## config.mk

```make
export PLATFORM = sky130hd
export DESIGN_NAME = bb_window
export DESIGN_NICKNAME = d
export VERILOG_FILES = /design/src/bb_pkg.sv /design/src/bb_window.sv
export VERILOG_INCLUDE_DIRS = /design/src /design/src/src
export SDC_FILE = /design/constraint.sdc
export NUM_CORES = 1
export LEC_CHECK = 0
export BUFFER_PORTS_ARGS = -buffer_cell sky130_fd_sc_hd__buf_4
export CORE_UTILIZATION = 61
export CTS_BUF_LIST = sky130_fd_sc_hd__clkbuf_4 sky130_fd_sc_hd__clkbuf_8
export DETAILED_ROUTE_END_ITERATION = 8
export HOLD_SLACK_MARGIN = 0.1
export PLACE_DENSITY = 0.88
export SYNTH_ARGS = -nofsm -noshare
export SYNTH_HDL_FRONTEND = slang
export SYNTH_SLANG_ARGS = --single-unit
```

## constraint.sdc

```tcl
create_clock -name clk_i -period 5.4 [get_ports clk_i]
set_clock_uncertainty 0.2 [all_clocks]
set_input_delay 0 -clock clk_i [delete_from_list [all_inputs] [get_ports clk_i]]
set_output_delay 0 -clock clk_i [all_outputs]
set_load 0.005 [all_outputs]
```

## src/assert_macros.svh

```systemverilog
// Assertion macros shared by the box blur RTL files.
`ifndef ASSERT_MACROS_SVH
`define ASSERT_MACROS_SVH

`ifndef SYNTHESIS
// Checked on every rising clock edge outside reset.
`define BB_ASSERT(name, clk, rst_n, prop) \
  name: assert property (@(posedge clk) disable iff (!rst_n) prop) \
    else $error("box blur assertion failed");
// Checked on every rising clock edge, reset included.
`define BB_ASSERT_ALWAYS(name, clk, prop) \
  name: assert property (@(posedge clk) prop) \
    else $error("box blur assertion failed");
`else
`define BB_ASSERT(name, clk, rst_n, prop)
`define BB_ASSERT_ALWAYS(name, clk, prop)
`endif

`endif

```

## src/bb_pkg.sv

```systemverilog
// Shared types and constants of the 3x3 box blur stream.
package bb_pkg;

  // Register port and field widths.
  localparam int CFG_DATA_BITS    = 13;
  localparam int WIDTH_REG_BITS   = 11;
  localparam int HEIGHT_BITS      = 13;
  localparam int IN_PIXEL_BITS    = 8;
  localparam int OUT_PIXEL_BITS   = 8;

  // Frame geometry limits and reset values.
  localparam int MIN_DIM          = 3;
  localparam int HEIGHT_LIMIT     = 4096;
  localparam int WIDTH_RESET      = 640;
  localparam int HEIGHT_RESET     = 480;

  // Row counters: the input row runs past the last row while draining.
  localparam int IN_ROW_BITS      = 13;
  localparam int OUT_ROW_BITS     = 12;

  // Window geometry and the mean divisor.
  localparam int WIN_DIM          = 3;
  localparam int WIN_CELLS        = 9;
  localparam int MEAN_DIVISOR     = 9;

  // Configuration register indexes.
  typedef enum logic [0:0] {
    CFG_IMAGE_WIDTH  = 1'b0,
    CFG_IMAGE_HEIGHT = 1'b1
  } cfg_reg_e;

  // Input item kinds.
  typedef enum logic [0:0] {
    FUNC_PIXEL = 1'b0,
    FUNC_DRAIN = 1'b1
  } func_e;

  // Per-item control decided at the input and carried down the pipeline.
  typedef struct packed {
    logic emit;
    logic use_mean;
    logic last;
  } bb_flags_t;

endpackage

```

## src/bb_window.sv

```systemverilog
// Neighborhood window and nine-pixel sum stage.
`include "assert_macros.svh"

module bb_window #(
  parameter int PIXEL_BITS = 8,
  localparam int SW = PIXEL_BITS + 4
) (
  input  logic                  clk_i,
  input  logic                  rst_ni,
  input  logic                  s1_valid_i,
  input  logic [PIXEL_BITS-1:0] s1_pix_i,
  input  bb_pkg::bb_flags_t     s1_flags_i,
  input  logic [PIXEL_BITS-1:0] upper_rd_i,
  input  logic [PIXEL_BITS-1:0] middle_rd_i,
  output logic                  s2_ready_o,
  input  logic                  dn_ready_i,
  output logic                  s3_valid_o,
  output logic [SW-1:0]         s3_sum_o,
  output logic [PIXEL_BITS-1:0] s3_center_o,
  output bb_pkg::bb_flags_t     s3_flags_o
);

  import bb_pkg::*;

  localparam logic [SW-1:0] SUM_MAX = SW'(WIN_CELLS * ((1 << PIXEL_BITS) - 1));

  logic [PIXEL_BITS-1:0] win_q [WIN_CELLS];
  logic                  s2_valid_q;
  bb_flags_t             s2_flags_q;
  logic                  s3_valid_q;
  logic [SW-1:0]         s3_sum_q;
  logic [PIXEL_BITS-1:0] s3_center_q;
  bb_flags_t             s3_flags_q;

  logic                  s3_ready;
  logic                  s2_ready;
  logic                  s1_move;
  logic                  s2_move;
  logic                  s3_load;
  logic [SW-1:0]         sum_d;

  assign s3_ready   = !s3_valid_q || dn_ready_i;
  assign s2_ready   = !s2_valid_q || s3_ready;
  assign s1_move    = s1_valid_i && s2_ready;
  assign s2_move    = s2_valid_q && s3_ready;
  assign s3_load    = s2_move && s2_flags_q.emit;
  assign s2_ready_o = s2_ready;

  // Window shifts left; the right column takes both line stores and the new pixel.
  always_ff @(posedge clk_i or negedge rst_ni) begin
    if (!rst_ni) begin
      for (int i = 0; i < WIN_CELLS; i++) begin
        win_q[i] <= '0;
      end
    end else if (s1_move) begin
      for (int r = 0; r < WIN_DIM; r++) begin
        win_q[r * WIN_DIM]     <= win_q[r * WIN_DIM + 1];
        win_q[r * WIN_DIM + 1] <= win_q[r * WIN_DIM + 2];
      end
      win_q[2] <= upper_rd_i;
      win_q[5] <= middle_rd_i;
      win_q[8] <= s1_pix_i;
    end
  end

  // Window stage control; items without a result stop here.
  always_ff @(posedge clk_i or negedge rst_ni) begin
    if (!rst_ni) begin
      s2_valid_q <= 1'b0;
      s3_valid_q <= 1'b0;
    end else begin
      s2_valid_q <= s1_move || (s2_valid_q && !s3_ready);
      s3_valid_q <= s3_load || (s3_valid_q && !dn_ready_i);
    end
  end

  always_ff @(posedge clk_i) begin
    if (s1_move) begin
      s2_flags_q <= s1_flags_i;
    end
  end

  // Sum of the nine window cells.
  always_comb begin
    sum_d = '0;
    for (int i = 0; i < WIN_CELLS; i++) begin
      sum_d = sum_d + SW'(win_q[i]);
    end
  end

  always_ff @(posedge clk_i) begin
    if (s3_load) begin
      s3_sum_q    <= sum_d;
      s3_center_q <= win_q[4];
      s3_flags_q  <= s2_flags_q;
    end
  end

  assign s3_valid_o  = s3_valid_q;
  assign s3_sum_o    = s3_sum_q;
  assign s3_center_o = s3_center_q;
  assign s3_flags_o  = s3_flags_q;

  // A held sum is always within nine full-scale pixels.
  `BB_ASSERT(a_sum_in_range, clk_i, rst_ni, s3_valid_q |-> s3_sum_q <= SUM_MAX)

endmodule

```

==> qor.csv <==
stage,metric,value,unit
critical_path,reg2reg_slack,1060,ps
synthesis,synth_simple_gate_area_share,2.276,%
die,rows,34,
global_route,track_usage,22.52,%
cells_and_area,mostFrequentLayoutCells,"79 x inv_1, 74 x dfrtp_1, 55 x mux2_4, 55 x buf_4, 54 x fa_1",
status,status,"complete, no violations",
global_route,overflow,0,
detailed_routing,drt_first_pass_iters,4,
clock_tree,cts_sinks,100,
cells_and_area,syn_to_final_growth,16.88,%
cells_and_area,antenna_cells,0,
timing,setup_slack,1064,ps
flow_run,max-cap-violations,0,
critical_path,reg2regPathDepth,15,
synthesis,ys_seq_elements,100,
synthesis,synth_top_area_cell,dfrtp_1,
critical_path,r2r-end,s3_sum_o[10],
critical_path,criticalPathCategory,flop to flop,
cells_and_area,fin_cells,565,
global_route,grt_pass1_wl,16310,um
synthesis,ys.flop_type,dfrtp_1,
die,die_area,9487,um^2
synthesis,avgSynthCellArea,15.34,um^2
timing,period_needed,4336,ps
detailed_routing,wl_per_cell,16.46,um
synthesis,synth-xor-area-share,0.9466,%
clock_tree,ctsRootBufferMaster,clkbuf_8,
die,die_w,97.40,um
global_route,antenna_found_initial,0,
die,start_util,63.35,%
die,die_h,97.40,um
detailed_routing,num_vias,2933,
critical_path,worstPathCellList,inv_1 -> fa_1 -> inv_1 -> fa_1 -> fa_1 -> inv_1 -> fa_1 -> inv_1 -> ha_1 -> inv_1 -> fa_1 -> nor2b_1 -> o211ai_1 -> a31oi_1 -> xor2_1,
timing,tightest_slew,1160,ps
critical_path,critPathArrivalTime,4250,ps
critical_path,critPathSlowestCell,fa_1,
synthesis,muxShareOfSynthArea,18.01,%
clock_tree,cts_max_level,3,
clock_tree,cts_tree,yes,
synthesis,async_reset_ff_share,74.00,%
synthesis,synth_top_family_by_area,adder cells,
place,dp_cells,518,
timing,rsz0062_at_grt,false,
synthesis,syn_area,5552,um^2
cells_and_area,final_nets,550,
timing,max_freq,0.2306,GHz
detailed_routing,route.antenna.remaining_nets,0,
cells_and_area,final_common_cell,inv_1,
detailed_routing,route.detailed.drc,0,
clock_tree,insertion_delay,380,ps
global_route,grt_pass1_vias,3197,
timing,slew_viol_final,0,
global_route,grt_max_degree,75,
synthesis,synthCells,362,
critical_path,critPathRequiredTime,5320,ps
clock_tree,cts_made_buffers,9,
critical_path,r2r-start,win_q[2],
synthesis,synth_cell_types,33,
die,ioPinCount,56,
timing,fin_crit_sh,80.30,%
clock_tree,ctsResizeCount,0,
synthesis,synth_top_area_share,33.36,%
detailed_routing,vias_per_cell,5.191,
synthesis,syn_nets,460,
synthesis,yosys.area_share.adder,22.40,%
timing,hold_viol,0,
cells_and_area,drive_gt1_share,29.76,%
synthesis,synth-compound-area-share,1.780,%
critical_path,worst-path-max-fanout,2,
place,numPortBuffers,55,
detailed_routing,drt_iter0_drc,143,
synthesis,synth_warnings,0,
timing,tns,0,ps
synthesis,synth-edff-count,26,
place,place_congestion,0.8441,
clock_tree,cts_setup_buffers,0,
timing,hold_ws,101.4,ps
timing,slew_headroom,22.61,%
critical_path,endpoint_kind,flop,
worst_hold_path,hold_class,input port to asynchronous set/reset pin,
timing,setup_viol,0,
place,hpwlAfterDp,6179,um
critical_path,critPathMaxStageDelay,550,ps
place,dp_slack,1072,ps
clock_tree,clock_path_buffers,2,
synthesis,synth_top_cells_by_area,"dfrtp_1 33%, fa_1 19%, mux2_4 15%, edfxtp_1 14%, inv_1 5.3%",
critical_path,startpoint_type,flop,
detailed_routing,postRouteWirelength,9300,um
die,coreArea,8763,um^2
synthesis,yosysSeqAreaShare,47.42,%
clock_tree,clkSlewWorstSetupHoldPaths,100,ps
flip-flops by register name, indices dropped and copies added, names as in the netlist:
register / count
s2_flags_q: 3
s2_valid_q: 1
s3_center_o: 8
s3_flags_o: 3
s3_sum_o: 12
s3_valid_o: 1
win_q: 72
cell families after synthesis:
family,count (synthesis)
compound gates,13
xor+xnor,6
fa+ha+maj,67
buf+inv,86
flops,100
mux,72
simple gates,18
synth_stat cells (all sizes together) (2+ instances only):
cell and number:
a21o 3, a21oi 4, buf 7, dfrtp 74, edfxtp 26, fa 54, ha 13, inv 79
mux2 58, mux2i 14, nand2 5, nand2b 2, nand4 2, nor2 2, nor2b 2, o21a 2
xnor2 4, xor2 2
final cells by class:
class	count	area, um^2
Clock inverter	6	46.29
Fill cell	515	2275
Tap cell	108	135.1
Multi-Input combinational cell	176	2524
Clock buffer	10	131.4
Inverter	79	296.5
Timing Repair Buffer	86	723.2
Sequential cell	100	2633
worst max-delay path by stage:
stage	start	cells after the start	slack, ps	to
2_1_floorplan	win_q[2]	15	1310	s3_sum_o[10]
3_3_place_gp	win_q[2]	15	1220	s3_sum_o[10]
3_5_place_dp	win_q[2]	15	1070	s3_sum_o[10]
4_1_cts	win_q[2]	15	1040	s3_sum_o[10]
5_1_grt	win_q[2]	15	720	s3_sum_o[10]
6_report	win_q[2]	15	1060	s3_sum_o[10]
critical path: cells and delay by family, from the launching register on:
kind | cells | cell delay [ps]
xor+xnor | 1 | 100
simple gates | 1 | 170
flops | 1 | 370
buf+inv | 5 | 310
compound gates | 2 | 320
fa+ha+maj | 6 | 2620
timing repair:
action,4_1_cts,5_1_grt
hold buffers,31,0
setup endpoints to repair,0,0
endpoints found under the hold margin,103,0
stage by stage:
step	utilization, %	instance area (um^2)
2_1_floorplan	-	5552
3_3_place_gp	68.48	6001
3_5_place_dp	68.48	6001
4_1_cts	74.04	6489
5_1_grt	74.04	6489
6_report	74.04	6489
routing by layer:
metal  part of all wire [%]  global-route usage [%]  vias up
li1                       -                       -     1329
met1                     44                   31.65     1519
met2                     50                   34.86       68
met3                    4.2                   4.964       17
met4                    2.1                   8.597        0
met5                      0                       0        -
Power is left out: the tool's default activity adds up to more than one toggle a clock period on the data nets, which glitch-free logic cannot reach.
