`src/assert_macros.svh`:
```
// Assertion macros shared by the box blur RTL files.
`ifndef ASSERT_MACROS_SVH
`define ASSERT_MACROS_SVH

`ifndef SYNTHESIS
// Checked on every rising clock edge outside reset.
`define BB_ASSERT(name, clk, rst_n, prop) \
  name: assert property (@(posedge clk) disable iff (!rst_n) prop) \
    else $error("box blur assertion failed");
// Checked on every rising clock edge, reset included.
`define BB_ASSERT_ALWAYS(name, clk, prop) \
  name: assert property (@(posedge clk) prop) \
    else $error("box blur assertion failed");
`else
`define BB_ASSERT(name, clk, rst_n, prop)
`define BB_ASSERT_ALWAYS(name, clk, prop)
`endif

`endif

```
`src/bb_pkg.sv`:
```
// Shared types and constants of the 3x3 box blur stream.
package bb_pkg;

  // Register port and field widths.
  localparam int CFG_DATA_BITS    = 13;
  localparam int WIDTH_REG_BITS   = 11;
  localparam int HEIGHT_BITS      = 13;
  localparam int IN_PIXEL_BITS    = 8;
  localparam int OUT_PIXEL_BITS   = 8;

  // Frame geometry limits and reset values.
  localparam int MIN_DIM          = 3;
  localparam int HEIGHT_LIMIT     = 4096;
  localparam int WIDTH_RESET      = 640;
  localparam int HEIGHT_RESET     = 480;

  // Row counters: the input row runs past the last row while draining.
  localparam int IN_ROW_BITS      = 13;
  localparam int OUT_ROW_BITS     = 12;

  // Window geometry and the mean divisor.
  localparam int WIN_DIM          = 3;
  localparam int WIN_CELLS        = 9;
  localparam int MEAN_DIVISOR     = 9;

  // Configuration register indexes.
  typedef enum logic [0:0] {
    CFG_IMAGE_WIDTH  = 1'b0,
    CFG_IMAGE_HEIGHT = 1'b1
  } cfg_reg_e;

  // Input item kinds.
  typedef enum logic [0:0] {
    FUNC_PIXEL = 1'b0,
    FUNC_DRAIN = 1'b1
  } func_e;

  // Per-item control decided at the input and carried down the pipeline.
  typedef struct packed {
    logic emit;
    logic use_mean;
    logic last;
  } bb_flags_t;

endpackage

```
`src/bb_mean.sv`:
```
// Output stage: divide by nine and the result register.
module bb_mean #(
  parameter int PIXEL_BITS = 8,
  localparam int SW = PIXEL_BITS + 4
) (
  input  logic                              clk_i,
  input  logic                              rst_ni,
  input  logic                              s3_valid_i,
  input  logic [SW-1:0]                     s3_sum_i,
  input  logic [PIXEL_BITS-1:0]             s3_center_i,
  input  bb_pkg::bb_flags_t                 s3_flags_i,
  output logic                              s3_ready_o,
  output logic                              out_valid_o,
  input  logic                              out_ready_i,
  output logic [bb_pkg::OUT_PIXEL_BITS-1:0] blurred_pixel_o,
  output logic                              frame_end_o
);

  import bb_pkg::*;

  // Reciprocal of nine, exact for every sum that fits in SW bits.
  localparam int SHIFT = SW + 4;
  localparam int RW    = SW + 1;
  localparam int PW    = SW + RW;
  localparam logic [RW-1:0] RECIP =
    RW'(((64'd1 << SHIFT) + 64'(MEAN_DIVISOR - 1)) / 64'(MEAN_DIVISOR));

  logic                  out_valid_q;
  logic [PIXEL_BITS-1:0] out_pix_q;
  logic                  out_last_q;

  logic                  out_load;
  logic [PW-1:0]         prod;
  logic [PIXEL_BITS-1:0] mean;
  logic [PIXEL_BITS-1:0] pix_d;

  assign s3_ready_o = !out_valid_q || out_ready_i;
  assign out_load   = s3_valid_i && s3_ready_o;

  // Multiply by the reciprocal; the quotient sits above the shift point.
  assign prod  = PW'(s3_sum_i) * PW'(RECIP);
  assign mean  = prod[SHIFT +: PIXEL_BITS];
  assign pix_d = s3_flags_i.use_mean ? mean : s3_center_i;

  // Result register: holds while the receiver stalls.
  always_ff @(posedge clk_i or negedge rst_ni) begin
    if (!rst_ni) begin
      out_valid_q <= 1'b0;
    end else begin
      out_valid_q <= out_load || (out_valid_q && !out_ready_i);
    end
  end

  always_ff @(posedge clk_i) begin
    if (out_load) begin
      out_pix_q  <= pix_d;
      out_last_q <= s3_flags_i.last;
    end
  end

  assign out_valid_o     = out_valid_q;
  assign blurred_pixel_o = out_pix_q[OUT_PIXEL_BITS-1:0];
  assign frame_end_o     = out_last_q;

endmodule

```
`config.mk`:
```
export PLATFORM = sky130hd
export DESIGN_NAME = bb_mean
export DESIGN_NICKNAME = d
export VERILOG_FILES = /design/src/assert_macros.svh /design/src/bb_pkg.sv /design/src/bb_mean.sv
export SDC_FILE = /design/constraint.sdc
export NUM_CORES = 1
export LEC_CHECK = 0
export ABC_AREA = 0
export BUFFER_PORTS_ARGS = -buffer_cell sky130_fd_sc_hd__buf_2
export CAP_MARGIN = 20
export CORE_MARGIN = 2
export CORE_UTILIZATION = 35
export CTS_CLUSTER_DIAMETER = 200
export DETAILED_ROUTE_END_ITERATION = 12
export GPL_TIMING_DRIVEN = 0
export SYNTH_ARGS = -nofsm -noshare
export SYNTH_HDL_FRONTEND = slang
export SYNTH_SLANG_ARGS = --single-unit
```
`constraint.sdc`:
```
create_clock -name clk_i -period 2 [get_ports clk_i]
set_input_delay 0.2 -clock clk_i [delete_from_list [all_inputs] [get_ports clk_i]]
set_output_delay 0.2 -clock clk_i [all_outputs]
set_load 0.03 [all_outputs]
```
==> flow_metrics.py <==
metrics = {
    "die": {
        "core.rowCount": 30,
        "dieWidth_um": 87.56,
        "die_height_um": 87.56,
        "num_io_pins": 38,
        "floorplan.initialDensity": 0.3617,
        "die-area_sq_um": 7666,
        "floorplan.core_area_sq_um": 6756,
    },
    "worst_setup_path": {
        "worst_path_max_delay_cell": "fa_1",
        "start_kind": "input pin",
        "path_max_fanout": 3,
        "worst_r2r_path_depth": 2,
        "data_arrival_at_the_endpoint_of_the_critical_path_ps": 4290,
        "r2r_end": "blurred_pixel_o[6]$_DFFE_PP_",
        "path_cells": "buf_8 > clkinvlp_4 > fa_1 > inv_2 > ha_4 > ha_4 > inv_2 > fa_1 > fa_1 > inv_2 > ha_4 > a211oi_4 > nor2_2 > o31a_1 > o21a_1 > or3_1 > a31o_1",
        "crit_family": "adder cells",
        "data_required_time_at_the_worst_endpoint_ps": 1990,
        "type_of_the_worst_setup_path": "input pin to flip-flop",
        "timing.rr.start": "out_valid_o$_DFF_PN0_",
        "endpoint_kind": "flip-flop",
        "cp.buffers_inverters": 5,
        "worst_path_largest_cell_delay_ps": 580,
        "r2r_setup_slack_ps": 810,
    },
    "clock_network": {
        "cts_sinks": 10,
        "numCtsBuffers": 3,
        "clk_pin_slew_worst_paths_ps": 50,
        "cts-htree-levels": 1,
        "cts-root-buf": "clkbuf_8",
        "clock_tree_from_tritoncts": "built",
        "insertion_delay_ps": 230,
        "buffer_depth_of_the_longest_clock_path": 2,
    },
    "job": {
        "cap_violations": 0,
    },
    "layout": {
        "multiInputGateArea_sq_um": 2177,
        "mostFrequentLayoutCell": "ha_1",
        "layout-area-overhead-vs-synth_pct": 28.37,
        "layoutNonFillerInstCount": 372,
        "final-seq-area_sq_um": 295.3,
        "finalCoreUtilization": 0.4643,
        "final.fill_count": 650,
        "finish.net_count": 415,
        "insertedDiodeCount": 0,
        "drive_gt1_frac": 0.3219,
        "layout.cells.most_common_list": "ha_1 (55), inv_1 (42), buf_2 (31)",
        "post-route-cell-area_sq_um": 3137,
    },
    "status": {
        "violations_in_the_final_reports": "setup timing",
        "outcome": "complete, but fails checks",
    },
    "placement": {
        "detailedPlacementHpwl_mm": 4.276,
        "dpl_worst_slack_ps": -2787,
        "io_buffers": 35,
        "placedInstanceArea_sq_um": 2779,
        "routabilityCongestion": 0.8147,
        "placed_cells": 359,
    },
    "timing": {
        "number_of_hold_slack_violations_in_the_final_timing_report": 0,
        "min_period_over_period": 2.154,
        "post-route-min-period_ps": 4307,
        "finalMaxSlewViolations": 0,
        "max_clk_rate_mhz": 232.2,
        "tightestPinTransition_ps": 433.2,
        "final_ws_setup_ps": -2307,
        "grt_setup_unrepaired": "yes",
        "finalSetupViolCount": 8,
        "relSlewSlack": 0.7112,
        "skew_ps": 2.826,
        "timing.hold.ws_ps": 145.1,
    },
    "yosys": {
        "syn_area_sq_um": 2444,
        "flops_latches_synth": 10,
        "synth_ff_type": "edfxtp_1",
        "number_of_flops_mapped_to_enable_cells_by_yosys": 9,
        "post_synth.cell_area_avg_sq_um": 10.01,
        "area_share_of_the_leading_cell_type_in_the_synthesized_netlist": 0.3379,
        "synth_area_leader_cell": "ha_1",
        "synth_area_leaders": "ha_1 (34%), fa_1 (24%), edfxtp_1 (11%), inv_1 (8.8%), xnor2_1 (2.5%)",
        "synth_cells": 244,
        "synth.net_count": 366,
        "synth.yosys.warnings": 0,
        "yosysSeqAreaShare": 0.1208,
        "postSynth.asyncResetShare": 0.1000,
        "synth_cell_types": 33,
    },
    "global_route": {
        "largest_net_degree_at_the_start_of_global_routing": 10,
        "grt_util_overall": 0.1309,
        "first_global_vias": 1852,
        "grt_antenna_before_repair": 0,
        "grt_pass1_wl_mm": 8.073,
        "grt.overflow.total": 0,
    },
    "worst_hold_path": {
        "min_delay_worst_endpoint": "frame_end_o$_DFFE_PP_",
        "hold_path.class": "input pin to flip-flop",
        "hp-start": "s3_flags_i[0]",
        "worst_hold_path.num_cells": 1,
    },
    "route": {
        "drt-total-wl_mm": 4.965,
        "final_antenna_net_count": 0,
        "first_iter_violations": 55,
        "wire_per_inst_um": 13.35,
        "drt-pass1-iter-count": 4,
        "via_per_inst": 4.841,
        "num_vias": 1801,
        "route.detailed.drc": 0,
    },
    "power_and_ir_drop": {
        "leakagePower_nw": 1.552,
        "cellPowerDensity_nw_per_um2": 1362,
        "ir_drop_mv": 0.4367,
    },
}
==> routing by layer <==
metal	part of all wire	GRT usage	up-vias	wire, um
li1	-	-	915	-
met1	0.48	0.1824	864	2408
met2	0.49	0.2314	20	2444
met3	0.019	0.006598	2	93
met4	0.0038	0.01678	0	19
met5	0	0	-	0
==> Yosys cell counts, types with 2 or more instances <==
cell type,count
a21oi_1,11
nand4_1,4
nor2b_1,2
nand2b_1,2
xor2_1,2
a21o_1,4
o21ai_0,5
and2_1,2
nor2_1,6
inv_1,57
xnor2_1,7
edfxtp_1,9
fa_1,29
o21a_1,6
nand3_1,2
nor3_1,3
nand2_1,9
o31ai_1,4
ha_1,66
==> flip-flops by register name, indices dropped and copies added (netlist names) <==
| signal | count |
|---|---|
| blurred_pixel_o | 8 |
| out_valid_o | 1 |
| frame_end_o | 1 |
==> power by group <==
| group | internal [W] | leakage, nW | switching [W] | total, W |
|---|---|---|---|---|
| combinational | 0.00170 | 1.43 | 0.00200 | 0.00370 |
| clock | 0.000173 | 0.0288 | 0.0000748 | 0.000247 |
| sequential | 0.000313 | 0.0967 | 0.00000858 | 0.000322 |
==> cells by family (layout without fill, tap and decap cells) <==
logic type                 count (synthesis)  in the layout  share of synthesized area
adders and majority gates                 95             95                     0.5755
buffers and inverters                     58            106                    0.08909
AOI/OAI and AO/OA                         39             39                     0.1126
and+or+nand+nor                           32             32                    0.06502
DFF                                       10             10                     0.1208
xor gates and xnor gates                   9              9                    0.03226
muxes                                      1              1                   0.004608
==> area by class of cell <==
cell class	instances	share of cell area
multi-input cells	176	0.6941
flip-flops and latches	10	0.09414
repair buffers	44	0.08975
inverters	57	0.07140
well taps	80	0.03191
clock buffers	4	0.01755
plain buffers	1	0.001197
==> what timing repair did <==
item,in CTS,in global routing
setup endpoints to repair,8,8
hold buffers,1,0
resized for setup,22,28
pin swaps,18,24
buffers inserted,6,2
endpoints found under the hold margin,1,0
==> worst max path at each step <==
stage                start                           end  cells past startpoint
2_1_floorplan  s3_sum_i[6]  blurred_pixel_o[0]$_DFFE_PP_                     16
3_3_place_gp   s3_sum_i[7]  blurred_pixel_o[0]$_DFFE_PP_                     17
3_5_place_dp   s3_sum_i[7]  blurred_pixel_o[0]$_DFFE_PP_                     17
4_1_cts        s3_sum_i[7]  blurred_pixel_o[0]$_DFFE_PP_                     19
5_1_grt        s3_sum_i[7]  blurred_pixel_o[0]$_DFFE_PP_                     17
6_report       s3_sum_i[7]  blurred_pixel_o[0]$_DFFE_PP_                     17
==> through the flow <==
| stage | power (W) | setup TNS [ps] |
|---|---|---|
| after floorplan | 0.002664 | -16860 |
| after global placement | 0.003253 | -20690 |
| after detailed placement | 0.003288 | -20770 |
| after CTS | 0.003870 | -17680 |
| after global routing | 0.004728 | -18770 |
| final | 0.004271 | -17300 |
Note: power is estimated with default switching activity, not from simulation.
