File: config.mk
export PLATFORM = sky130hd
export DESIGN_NAME = bb_ctrl
export DESIGN_NICKNAME = d
export VERILOG_FILES = /design/src/bb_pkg.sv /design/src/bb_ctrl.sv
export VERILOG_INCLUDE_DIRS = /design/src /design/src/src
export SDC_FILE = /design/constraint.sdc
export NUM_CORES = 1
export LEC_CHECK = 0
export ABC_AREA = 1
export BUFFER_PORTS_ARGS = -buffer_cell sky130_fd_sc_hd__clkbuf_2
export CAP_MARGIN = 20
export CORE_ASPECT_RATIO = 1.2
export CORE_MARGIN = 3
export CORE_UTILIZATION = 50
export CTS_CLUSTER_SIZE = 20
export DETAILED_ROUTE_END_ITERATION = 12
export GPL_TIMING_DRIVEN = 0
export PLACE_DENSITY = 0.73
export SYNTH_ARGS = -nofsm -noshare
export SYNTH_HDL_FRONTEND = slang
export SYNTH_SLANG_ARGS = --single-unit
File: constraint.sdc
create_clock -name clk_i -period 6.75 [get_ports clk_i]
set_input_delay 0.3375 -clock clk_i [delete_from_list [all_inputs] [get_ports clk_i]]
set_output_delay 0.3375 -clock clk_i [all_outputs]
set_load 0.01 [all_outputs]
File: src/assert_macros.svh
// Assertion macros shared by the box blur RTL files.
`ifndef ASSERT_MACROS_SVH
`define ASSERT_MACROS_SVH

`ifndef SYNTHESIS
// Checked on every rising clock edge outside reset.
`define BB_ASSERT(name, clk, rst_n, prop) \
  name: assert property (@(posedge clk) disable iff (!rst_n) prop) \
    else $error("box blur assertion failed");
// Checked on every rising clock edge, reset included.
`define BB_ASSERT_ALWAYS(name, clk, prop) \
  name: assert property (@(posedge clk) prop) \
    else $error("box blur assertion failed");
`else
`define BB_ASSERT(name, clk, rst_n, prop)
`define BB_ASSERT_ALWAYS(name, clk, prop)
`endif

`endif

File: src/bb_pkg.sv
// Shared types and constants of the 3x3 box blur stream.
package bb_pkg;

  // Register port and field widths.
  localparam int CFG_DATA_BITS    = 13;
  localparam int WIDTH_REG_BITS   = 11;
  localparam int HEIGHT_BITS      = 13;
  localparam int IN_PIXEL_BITS    = 8;
  localparam int OUT_PIXEL_BITS   = 8;

  // Frame geometry limits and reset values.
  localparam int MIN_DIM          = 3;
  localparam int HEIGHT_LIMIT     = 4096;
  localparam int WIDTH_RESET      = 640;
  localparam int HEIGHT_RESET     = 480;

  // Row counters: the input row runs past the last row while draining.
  localparam int IN_ROW_BITS      = 13;
  localparam int OUT_ROW_BITS     = 12;

  // Window geometry and the mean divisor.
  localparam int WIN_DIM          = 3;
  localparam int WIN_CELLS        = 9;
  localparam int MEAN_DIVISOR     = 9;

  // Configuration register indexes.
  typedef enum logic [0:0] {
    CFG_IMAGE_WIDTH  = 1'b0,
    CFG_IMAGE_HEIGHT = 1'b1
  } cfg_reg_e;

  // Input item kinds.
  typedef enum logic [0:0] {
    FUNC_PIXEL = 1'b0,
    FUNC_DRAIN = 1'b1
  } func_e;

  // Per-item control decided at the input and carried down the pipeline.
  typedef struct packed {
    logic emit;
    logic use_mean;
    logic last;
  } bb_flags_t;

endpackage

File: src/bb_ctrl.sv
// Input stage: configuration, position counters and per-item control.
`include "assert_macros.svh"

module bb_ctrl #(
  parameter int MAX_WIDTH  = 1024,
  parameter int PIXEL_BITS = 8,
  localparam int CW = $clog2(MAX_WIDTH),
  localparam int WW = $clog2(MAX_WIDTH + 1)
) (
  input  logic                               clk_i,
  input  logic                               rst_ni,
  input  logic                               cfg_we_i,
  input  logic [0:0]                         cfg_index_i,
  input  logic [bb_pkg::CFG_DATA_BITS-1:0]   cfg_data_i,
  input  logic                               in_valid_i,
  output logic                               in_ready_o,
  input  logic                               func_i,
  input  logic [bb_pkg::IN_PIXEL_BITS-1:0]   pixel_value_i,
  input  logic                               s2_ready_i,
  output logic                               s1_valid_o,
  output logic [PIXEL_BITS-1:0]              s1_pix_o,
  output logic [CW-1:0]                      s1_idx_o,
  output bb_pkg::bb_flags_t                  s1_flags_o,
  output logic                               rd_en_o,
  output logic [CW-1:0]                      rd_addr_o
);

  import bb_pkg::*;

  function automatic logic [WW-1:0] clamp_width(input logic [WIDTH_REG_BITS-1:0] v);
    logic [31:0] wide;
    wide = 32'(v);
    if (wide < 32'(MIN_DIM)) begin
      wide = 32'(MIN_DIM);
    end else if (wide > 32'(MAX_WIDTH)) begin
      wide = 32'(MAX_WIDTH);
    end
    return WW'(wide);
  endfunction

  function automatic logic [HEIGHT_BITS-1:0] clamp_height(input logic [HEIGHT_BITS-1:0] v);
    logic [31:0] wide;
    wide = 32'(v);
    if (wide < 32'(MIN_DIM)) begin
      wide = 32'(MIN_DIM);
    end else if (wide > 32'(HEIGHT_LIMIT)) begin
      wide = 32'(HEIGHT_LIMIT);
    end
    return HEIGHT_BITS'(wide);
  endfunction

  logic [WW-1:0]           width_q;
  logic [HEIGHT_BITS-1:0]  height_q;
  logic [CW-1:0]           in_col_q, in_col_d;
  logic [IN_ROW_BITS-1:0]  in_row_q, in_row_d;
  logic [CW-1:0]           out_col_q, out_col_d;
  logic [OUT_ROW_BITS-1:0] out_row_q, out_row_d;

  logic                    s1_valid_q;
  logic [PIXEL_BITS-1:0]   s1_pix_q;
  logic [CW-1:0]           s1_idx_q;
  bb_flags_t               s1_flags_q;

  logic                    s1_ready;
  logic                    accept;
  logic                    draining;
  logic                    drop;
  logic                    load;
  logic [PIXEL_BITS-1:0]   pix_d;
  bb_flags_t               flags_d;
  logic                    interior;
  logic [WW-1:0]           in_col_inc;
  logic [WW-1:0]           out_col_inc;
  logic [WW:0]             out_col_ext;
  logic [HEIGHT_BITS:0]    out_row_ext;

  // Configuration registers hold the clamped geometry.
  always_ff @(posedge clk_i or negedge rst_ni) begin
    if (!rst_ni) begin
      width_q  <= clamp_width(WIDTH_REG_BITS'(WIDTH_RESET));
      height_q <= clamp_height(HEIGHT_BITS'(HEIGHT_RESET));
    end else if (cfg_we_i) begin
      unique case (cfg_reg_e'(cfg_index_i))
        CFG_IMAGE_WIDTH:  width_q  <= clamp_width(cfg_data_i[WIDTH_REG_BITS-1:0]);
        CFG_IMAGE_HEIGHT: height_q <= clamp_height(cfg_data_i[HEIGHT_BITS-1:0]);
      endcase
    end
  end

  // Handshake: a drain tick that arrives before the frame is complete is
  // taken and discarded.
  assign s1_ready   = !s1_valid_q || s2_ready_i;
  assign in_ready_o = s1_ready;
  assign accept     = in_valid_i && s1_ready;
  assign draining   = in_row_q >= height_q;
  assign drop       = (func_e'(func_i) == FUNC_DRAIN) && !draining;
  assign load       = accept && !drop;

  // Pixel value, zero once every row has arrived.
  assign pix_d = draining ? '0 : PIXEL_BITS'(pixel_value_i);

  // Output position decides border handling and the frame end.
  assign out_col_ext = (WW + 1)'(out_col_q);
  assign out_row_ext = (HEIGHT_BITS + 1)'(out_row_q);
  assign interior = (out_row_q != '0) &&
                    (out_row_ext + (HEIGHT_BITS + 1)'(2) <= (HEIGHT_BITS + 1)'(height_q)) &&
                    (out_col_q != '0) &&
                    (out_col_ext + (WW + 1)'(2) <= (WW + 1)'(width_q));

  always_comb begin
    flags_d.emit     = (in_row_q >= IN_ROW_BITS'(2)) ||
                       ((in_row_q == IN_ROW_BITS'(1)) && (in_col_q != '0));
    flags_d.use_mean = (in_col_q != '0) && interior;
    flags_d.last     = (out_row_ext + (HEIGHT_BITS + 1)'(1) >= (HEIGHT_BITS + 1)'(height_q)) &&
                       (out_col_ext + (WW + 1)'(1) >= (WW + 1)'(width_q));
  end

  assign in_col_inc  = WW'(in_col_q) + WW'(1);
  assign out_col_inc = WW'(out_col_q) + WW'(1);

  // Next values of the input and output position counters.
  always_comb begin
    in_col_d  = in_col_q;
    in_row_d  = in_row_q;
    out_col_d = out_col_q;
    out_row_d = out_row_q;
    if (load) begin
      if (in_col_inc >= width_q) begin
        in_col_d = '0;
        in_row_d = in_row_q + IN_ROW_BITS'(1);
      end else begin
        in_col_d = CW'(in_col_inc);
      end
      if (flags_d.emit) begin
        if (out_col_inc >= width_q) begin
          out_col_d = '0;
          out_row_d = out_row_q + OUT_ROW_BITS'(1);
        end else begin
          out_col_d = CW'(out_col_inc);
        end
        if (flags_d.last) begin
          in_col_d  = '0;
          in_row_d  = '0;
          out_col_d = '0;
          out_row_d = '0;
        end
      end
    end
  end

  always_ff @(posedge clk_i or negedge rst_ni) begin
    if (!rst_ni) begin
      in_col_q  <= '0;
      in_row_q  <= '0;
      out_col_q <= '0;
      out_row_q <= '0;
    end else begin
      in_col_q  <= in_col_d;
      in_row_q  <= in_row_d;
      out_col_q <= out_col_d;
      out_row_q <= out_row_d;
    end
  end

  // Input register.
  always_ff @(posedge clk_i or negedge rst_ni) begin
    if (!rst_ni) begin
      s1_valid_q <= 1'b0;
    end else begin
      s1_valid_q <= load || (s1_valid_q && !s2_ready_i);
    end
  end

  always_ff @(posedge clk_i) begin
    if (load) begin
      s1_pix_q   <= pix_d;
      s1_idx_q   <= in_col_q;
      s1_flags_q <= flags_d;
    end
  end

  // Line store read for the item that is loaded; data arrives with the input register.
  assign rd_en_o    = load;
  assign rd_addr_o  = in_col_q;
  assign s1_valid_o = s1_valid_q;
  assign s1_pix_o   = s1_pix_q;
  assign s1_idx_o   = s1_idx_q;
  assign s1_flags_o = s1_flags_q;

  // The frame end returns every position counter to the frame start.
  `BB_ASSERT(a_last_clears_counters, clk_i, rst_ni,
             load && flags_d.emit && flags_d.last |=>
               in_col_q == '0 && in_row_q == '0 &&
               out_col_q == '0 && out_row_q == '0)
  // A discarded drain tick leaves the frame position alone.
  `BB_ASSERT(a_drop_keeps_position, clk_i, rst_ni,
             accept && drop |=> $stable(in_row_q) && $stable(in_col_q))

endmodule

==> results of run 1 <==
[worst register-to-register path: cells and delay by family (launching register included)]
kind                     cells  cell delay, ps
XOR/XNOR                     1             230
buffers and inverters        2             250
AO/OA/AOI/OAI                1             150
AND/OR/NAND/NOR             13            1460
flip-flops                   1             450
adder cells (fa/ha/maj)      2             570
[layer usage]
metal	global-route usage, %	share of wire, %	vias up	routed length [µm]
li1	-	-	3131	-
met1	28.7	44	2799	7370
met2	38.3	48	154	7980
met3	4.16	5.0	42	834
met4	9.82	3.1	0	526
met5	0	0	-	0
[sequential cells by signal, summed over array words and instances (netlist names)]
register    cells
s1_flags_o      3
out_row_q      12
rd_addr_o      10
out_col_q      10
height_q       13
s1_pix_o        8
width_q        11
s1_valid_o      1
s1_idx_o       10
in_row_q       13
[through the flow]
step / cells / setup slack [ps] / total power, mW
3_3_place_gp: 1156 / 3660 / 1.43
4_1_cts: 1173 / 3610 / 1.96
2_1_floorplan: 927 / 4180 / 1.23
3_5_place_dp: 1157 / 3620 / 1.45
5_1_grt: 1173 / 3330 / 2.10
6_report: 1173 / 3570 / 1.95
[kinds of logic after synthesis]
logic type,share of synthesized area (%)
AOI/OAI and AO/OA,7.62
DFF,34.4
adders and majority gates,14.9
buffers and inverters,10.0
and+or+nand+nor,28.7
xor gates and xnor gates,4.29
[worst min-delay path by stage]
stage | startpoint | to | slack (ps) | depth (start not counted)
finish | rst_ni | out_col_q[8] | -20 | 1
global route | rst_ni | out_col_q[8] | 30 | 1
CTS | rst_ni | out_col_q[8] | 7 | 1
detailed placement | rst_ni | out_col_q[8] | 370 | 1
global placement | rd_addr_o[4] | s1_idx_o[4] | 460 | 0
floorplan | rst_ni | height_q[0] | 40 | 0
[cell type report]
cell class              count  share of cell area, %
clock buffers              10                   2.94
inverters                 155                   7.51
repair buffers             62                   4.21
flip-flops and latches     91                   30.7
plain buffers              19                   1.46
well taps                 168                   2.70
clock inverters             6                  0.820
multi-input cells         662                   49.6
[synth_stat cells (all sizes together)]
| master | n |
|---|---|
| o2111ai | 1 |
| nor3b | 1 |
| nor4 | 1 |
| o21ai | 32 |
| o221a | 1 |
| nor2 | 86 |
| a211oi | 1 |
| a41oi | 1 |
| edfxtp | 21 |
| inv | 154 |
| nand2 | 265 |
| a21boi | 1 |
| o21bai | 2 |
| o22ai | 17 |
| xor2 | 31 |
| xnor2 | 3 |
| nand3 | 51 |
| buf | 14 |
| o211ai | 2 |
| and2 | 1 |
| dfrtp | 64 |
| ha | 83 |
| o21a | 2 |
| nand4 | 23 |
| nor4b | 1 |
| o221ai | 1 |
| nor3 | 20 |
| clkinv | 1 |
| or2 | 1 |
| a21o | 1 |
| a21oi | 30 |
| nand3b | 3 |
| clkbuf | 5 |
| dfstp | 6 |
[cell usage in the layout (no fill, tap or decap), drive strengths merged]
| master | Yosys | layout |
|---|---|---|
| a211oi | 1 | 1 |
| a21boi | 1 | 1 |
| or2 | 1 | 1 |
| clkbuf | 5 | 76 |
| xnor2 | 3 | 3 |
| xor2 | 31 | 31 |
| and2 | 1 | 1 |
| a21o | 1 | 1 |
| o211ai | 2 | 2 |
| nor4b | 1 | 1 |
| o21ai | 32 | 32 |
| nand3b | 3 | 3 |
| clkinv | 1 | 4 |
| clkinvlp | 0 | 1 |
| nand2 | 265 | 265 |
| nor3b | 1 | 1 |
| nand4 | 23 | 23 |
| nor3 | 20 | 20 |
| o2111ai | 1 | 1 |
| ha | 83 | 83 |
| nor2 | 86 | 86 |
| nor4 | 1 | 1 |
| buf | 14 | 15 |
| bufinv | 0 | 1 |
| o22ai | 17 | 17 |
| o221ai | 1 | 1 |
| o221a | 1 | 1 |
| inv | 154 | 155 |
| edfxtp | 21 | 21 |
| a41oi | 1 | 1 |
| a21oi | 30 | 30 |
| o21bai | 2 | 2 |
| dfrtp | 64 | 64 |
| nand3 | 51 | 51 |
| dfstp | 6 | 6 |
| o21a | 2 | 2 |
[report_power, final]
| part | switching, mW | internal, mW | total [mW] |
|---|---|---|---|
| Clock | 0.215 | 0.287 | 0.502 |
| Combinational | 0.471 | 0.271 | 0.742 |
| Sequential | 0.0640 | 0.641 | 0.705 |
==> metrics.log, run 1 <==
[metrics] flip-flop and latch area: 2390 µm²
[metrics] syn nets: 1,038
[metrics] buffers from clock root to sink, at most: 2
[metrics] initial antenna violation count: 0
[metrics] number of endpoints failing setup at the final stage: 0
[metrics] Synth Warn #: 0
[metrics] Core ar.: 13,400 µm²
[metrics] H-tree depth reported by CTS: 3
[metrics] post-synth top area cell: sky130_fd_sc_hd__dfrtp_1
[metrics] hold buffer count at cts: 0
[metrics] total inserted antenna cells: 0
[metrics] slew of the pin with the lowest slew margin: 884 ps
[metrics] Mean Syn Cell Area: 7.50 µm²
[metrics] violations in the final reports: hold timing
[metrics] vertical die dimension: 135 µm
[metrics] Post-Syn Instances: 927
[metrics] Yosys cell types: 50
[metrics] Crit. End Element: flop
[metrics] Initial DRT Pass Iterations: 5
[metrics] Arrival @ worst endpoint: 3450 ps
[metrics] required time of the critical path: 7020 ps
[metrics] wire length of the first global-routing pass: 27.9 mm
[metrics] Pwr Density: 251 nW/µm²
[metrics] sequential-to-total area share from yosys stat: 34.4%
[metrics] Final Hold Fails: 6
[metrics] dpl cell area: 7490 µm²
[metrics] final core utilization: 58.0%
[metrics] maximum vdd drop: 0.145 mV
[metrics] TritonCTS buffer count: 9
[metrics] initial core utilization: 51.8%
[metrics] CTS tree: built
[metrics] overall via count from detail_route: 6,126
[metrics] area of the multi-input gates: 3860 µm²
[metrics] worst setup skew after layout: 10.0 ps
[metrics] Total Negative Setup Slacks: 0 ps
[metrics] min cycle time layout: 3180 ps
[metrics] Min Hold Slack: -15.0 ps
[metrics] global route overflow: 0
[metrics] fill cell total of the finished layout: 1,265
[metrics] per-cell via count in the routed design: 5.22
[metrics] floorplan die width: 114 µm
[metrics] LEAKAGE: 4.25 nW
[metrics] total number of cells along the worst setup path: 19
[metrics] number of buffers and inverters on the critical path: 2
[metrics] Final Slew Violations: 0
[metrics] netlist area before placement: 6950 µm²
[metrics] maximum number of pins on one net before global-route repair: 38
[metrics] iteration-0 DRC count of the detailed router: 319
[metrics] # Max-Cap Violations: 0
[metrics] final weighted congestion in routability-driven placement: 0.943
[metrics] number of global-route vias before repair: 5,799
[metrics] Slowest-stage cell, CP: sky130_fd_sc_hd__dfrtp_1
[metrics] category of the most critical setup path: reg2reg
[metrics] net count of the finished layout: 1,111
[metrics] flop and latch count out of synthesis: 91
[metrics] Area Growth Syn to Fin: 12.0%
[metrics] area fraction of the dominant cell type after synthesis: 23.1%
[metrics] full die area: 15,400 µm²
[metrics] Total Routed Length: 16.7 mm
[metrics] Critical Path, Cell by Cell: ha_1 > nand2_1 > nor2_1 > xor2_1 > nand2_1 > o21ai_1 > ha_1 > nand2_1 > inv_1 > nand2_1 > nand2_1 > nand2_1 > nand4_2 > nand2_1 > buf_4 > nor2_1 > nand2_1 > nand2_1 > nor2_1
[metrics] startpoint types: flop
[metrics] RSZ-0062 raised after global routing: no
[metrics] delay of the slowest critical-path stage: 450 ps
[metrics] number of nets with antenna violations after detailed routing: 0
[metrics] timing startpoint of the critical path: out_col_q[2]
[metrics] number of input and output port buffers inserted: 61
[metrics] Rel. slew slack: 40.3%
[metrics] clock-pin transition on the worst setup and hold timing paths: 70 ps
[metrics] average routed wire per standard cell: 14.2 µm
[metrics] largest driver fanout on the critical path: 10
[metrics] max frequency: 0.315 GHz
[metrics] ratio of final minimum period to clock period: 47.1%
[metrics] cell family with most CP delay: simple AND/OR/NAND/NOR gates
[metrics] outcome: finished, violations left
[metrics] post-detailed-route DRC marker count: 0
[metrics] area of all placed cells without fillers: 7780 µm²
[metrics] Clk Latency, worst-skew pair: 340 ps
[metrics] setup slack of the worst register-to-register path: 3570 ps
[metrics] post-CTS resize count: 0
[metrics] number of top-level pins: 62
[metrics] type of the worst min-delay path: in2async
[metrics] startpoint of the most critical register-to-register path: out_col_q[2]
[metrics] Setup Fix Bufs, Post-CTS: 0
[metrics] share of final-layout standard cells stronger than drive strength 1: 12.8%
[metrics] timing endpoint of the critical path: in_row_q[2]
[metrics] main area contributors after synthesis: sky130_fd_sc_hd__dfrtp_1 23%, sky130_fd_sc_hd__ha_1 15%, sky130_fd_sc_hd__nand2_1 14%, sky130_fd_sc_hd__edfxtp_1 9.1%, sky130_fd_sc_hd__inv_1 7.8%
[metrics] GR Util All Layers: 22.8%
[metrics] most repeated library cell on the critical path: sky130_fd_sc_hd__nand2_1
[metrics] clock root buffer master: sky130_fd_sc_hd__clkbuf_16
[metrics] worst reg2reg path depth: 19
[metrics] worst reg2reg path endpoint: in_row_q[2]
[metrics] DP Wirelength: 13.1 mm
[metrics] clock sink count: 91
[metrics] Rows: 46
No activity file was read; power rests on OpenSTA's default activity.
==> run 2, diff against run 1 <==
clock period = 3.1 ns   (was 6.75 ns; I/O delays follow)
==> run 2 against run 1 <==
Net effect: the flow now finishes without violations; critical endpoint unchanged; worst hold slack better by 110 ps; cell area is 0.98% higher; global-route usage hardly changed; flip-flop and latch count stayed put.
==> metrics.log, run 2 (same netlist as run 1, synthesis figures left out) <==
[metrics] outcome: completed
[metrics] ratio of final minimum period to clock period: 93.8% (+47 points)
[metrics] CTS tree: built
[metrics] global route overflow: 0 (unchanged)
[metrics] Largest regs: height_q x13, in_row_q x13, out_row_q x12
[metrics] floorplan die width: 114 µm (unchanged)
[metrics] cell count of the worst hold path: 3
[metrics] post-detailed-route DRC marker count: 0 (unchanged)
[metrics] met1 usage: 28.7% (-0.057 points)
[metrics] setup slack of the worst register-to-register path: 190 ps (-3380 ps)
[metrics] Rows: 46 (unchanged)
[metrics] number of input and output port buffers inserted: 61 (unchanged)
[metrics] buffers from clock root to sink, at most: 2 (unchanged)
[metrics] number of endpoints failing setup at the final stage: 0 (unchanged)
[metrics] largest driver fanout on the critical path: 10 (unchanged)
[metrics] Final Hold Fails: 0 (-6)
[metrics] Rel. slew slack: 39.9% (-0.33 points)
[metrics] Arrival @ worst endpoint: 3180 ps (-270 ps)
[metrics] Total Negative Setup Slacks: 0 ps (unchanged)
[metrics] H-tree depth reported by CTS: 3 (unchanged)
[metrics] Initial DRT Pass Iterations: 5 (unchanged)
[metrics] iteration-0 DRC count of the detailed router: 379 (+19%)
[metrics] number of global-route vias before repair: 5,813 (+0.24%)
[metrics] startpoint types: flop
[metrics] worst setup skew after layout: 9.74 ps (-0.273 ps)
[metrics] met2 usage in global routing: 38.4% (+0.13 points)
[metrics] LEAKAGE: 4.26 nW (+0.27%)
[metrics] total inserted antenna cells: 0 (unchanged)
[metrics] Core ar.: 13,400 µm² (unchanged)
[metrics] global routing usage on met3: 4.16% (unchanged)
[metrics] Crit. End Element: flop
[metrics] slew of the pin with the lowest slew margin: 889 ps (+4.88 ps)
[metrics] min cycle time layout: 2910 ps (-268 ps)
[metrics] total number of cells along the worst setup path: 19 (unchanged)
[metrics] Final Slew Violations: 0 (unchanged)
[metrics] GR Util All Layers: 22.8% (about the same)
[metrics] Slowest-stage cell, CP: sky130_fd_sc_hd__dfrtp_1
[metrics] Final WS setup: 191 ps (-3380 ps)
[metrics] overall via count from detail_route: 6,160 (+0.56%)
[metrics] most repeated library cell on the critical path: sky130_fd_sc_hd__nand2_1
[metrics] clock root buffer master: sky130_fd_sc_hd__clkbuf_16
[metrics] initial antenna violation count: 0 (unchanged)
[metrics] most frequent standard cell in the layout excluding fill and tap cells: sky130_fd_sc_hd__nand2_1
[metrics] maximum vdd drop: 0.333 mV (+130%)
[metrics] initial core utilization: 51.8% (unchanged)
[metrics] fill cell total of the finished layout: 1,259 (-0.47%)
[metrics] category of the most critical setup path: reg2reg
[metrics] most frequent cells in the layout: 260 x sky130_fd_sc_hd__nand2_1, 144 x sky130_fd_sc_hd__inv_1, 80 x sky130_fd_sc_hd__ha_1, 76 x sky130_fd_sc_hd__nor2_1, 62 x sky130_fd_sc_hd__dfrtp_1
[metrics] share of final-layout standard cells stronger than drive strength 1: 14.3% (+1.5 points)
[metrics] Min Hold Slack: 90.1 ps (+105 ps)
[metrics] maximum number of pins on one net before global-route repair: 38 (unchanged)
[metrics] Critical Path, Cell by Cell: ha_2 > nand2_1 > nor2_2 > xor2_1 > nand2_1 > o21ai_1 > ha_1 > nand2_1 > inv_1 > nand2_1 > nand2_1 > nand2_1 > nand4_4 > nand2_1 > buf_6 > nor2_1 > nand2_1 > nand2_1 > nor2_1
[metrics] average routed wire per standard cell: 14.4 µm (+1.1%)
[metrics] vertical die dimension: 135 µm (unchanged)
[metrics] wire length of the first global-routing pass: 28.0 mm (+0.12%)
[metrics] TritonCTS buffer count: 9 (unchanged)
[metrics] grt peak-use layer: met2
[metrics] cell family with most CP delay: simple AND/OR/NAND/NOR gates
[metrics] DP Worst Slack: -31.4 ps (-3650 ps)
[metrics] Total Routed Length: 16.9 mm (+1.2%)
[metrics] full die area: 15,400 µm² (unchanged)
[metrics] net count of the finished layout: 1,113 (+0.18%)
[metrics] Area Growth Syn to Fin: 13.1%
[metrics] type of the worst min-delay path: in2reg
[metrics] clock sink count: 91 (unchanged)
[metrics] # Max-Cap Violations: 0 (unchanged)
[metrics] number of nets with antenna violations after detailed routing: 0 (unchanged)
[metrics] delay of the slowest critical-path stage: 420 ps (-30 ps)
[metrics] Pwr Density: 546 nW/µm² (+120%)
[metrics] DP Wirelength: 13.1 mm (unchanged)
[metrics] final weighted congestion in routability-driven placement: 0.943 (unchanged)
[metrics] clock-pin transition on the worst setup and hold timing paths: 60 ps (about the same)
[metrics] required time of the critical path: 3370 ps (-3650 ps)
[metrics] per-cell via count in the routed design: 5.24 (+0.38%)
[metrics] Clk Latency, worst-skew pair: 350 ps (about the same)
[metrics] number of top-level pins: 62 (unchanged)
[metrics] worst reg2reg path depth: 19 (unchanged)
[metrics] number of buffers and inverters on the critical path: 2 (unchanged)
[metrics] max frequency: 0.344 GHz (+9.2%)
==> run 2: final timing paths <==
kind / endpoint / start
min reg2reg: s1_idx_o[4] / rd_addr_o[4]
max reg2reg: in_row_q[2] / out_col_q[1]
max in group asynchronous: height_q[5] / rst_ni
min: height_q[6] / cfg_data_i[6]
min in group asynchronous: out_col_q[8] / rst_ni
max: in_row_q[2] / out_col_q[1]
==> run 2: layout make-up <==
cell class	count	area [µm²]	area share, %
clock inverters	6	63.8	0.812
repair buffers	64	345	4.40
inverters	155	584	7.44
plain buffers	19	123	1.56
clock buffers	10	229	2.91
well taps	168	210	2.68
multi-input cells	662	3910	49.7
flip-flops and latches	91	2390	30.5
==> run 2: power by group <==
part           leakage [nW]  internal (mW)  switching [mW]  total, mW
clock                 0.140          0.626           0.475       1.10
combinational          3.02          0.609            1.04       1.65
sequential             1.10           1.40           0.139       1.54
total                  4.26           2.63            1.66       4.29
==> run 2: worst reg2reg max path, stage by stage (launching register included) <==
cell and delay, ps:
sky130_fd_sc_hd__dfrtp_1 420, sky130_fd_sc_hd__ha_2 260, sky130_fd_sc_hd__nand2_1 90, sky130_fd_sc_hd__nor2_2 150
sky130_fd_sc_hd__xor2_1 220, sky130_fd_sc_hd__nand2_1 70, sky130_fd_sc_hd__o21ai_1 150, sky130_fd_sc_hd__ha_1 280
sky130_fd_sc_hd__nand2_1 80, sky130_fd_sc_hd__inv_1 40, sky130_fd_sc_hd__nand2_1 60, sky130_fd_sc_hd__nand2_1 50
sky130_fd_sc_hd__nand2_1 100, sky130_fd_sc_hd__nand4_4 200, sky130_fd_sc_hd__nand2_1 200, sky130_fd_sc_hd__buf_6 170
sky130_fd_sc_hd__nor2_1 50, sky130_fd_sc_hd__nand2_1 90, sky130_fd_sc_hd__nand2_1 60, sky130_fd_sc_hd__nor2_1 110
==> run 2: repair_timing <==
| action | in CTS | in global routing |
|---|---|---|
| endpoints found under the hold margin | 30 | 0 |
| resized for setup | 1 | 20 |
| pin swaps | 0 | 1 |
| gates cloned | 0 | 0 |
| endpoints found under the setup margin | 12 | 34 |
| hold buffers | 1 | 0 |
| setup buffers | 0 | 1 |
==> run 2: through the flow <==
stage / utilization (%) / cell area [µm²] / cells / total power, mW
floorplan: - / 6950 / 927 / 2.69
global placement: 55.7 / 7460 / 1156 / 3.11
detailed placement: 55.8 / 7490 / 1157 / 3.16
CTS: 58.1 / 7800 / 1174 / 4.27
global route: 58.6 / 7860 / 1175 / 4.62
finish: 58.6 / 7860 / 1175 / 4.29
==> run 2: layer usage <==
layer / wire length, µm / up-vias
met2: 8140 / 169
met5: 0 / -
met3: 920 / 42
met4: 526 / 0
met1: 7330 / 2820
li1: - / 3129
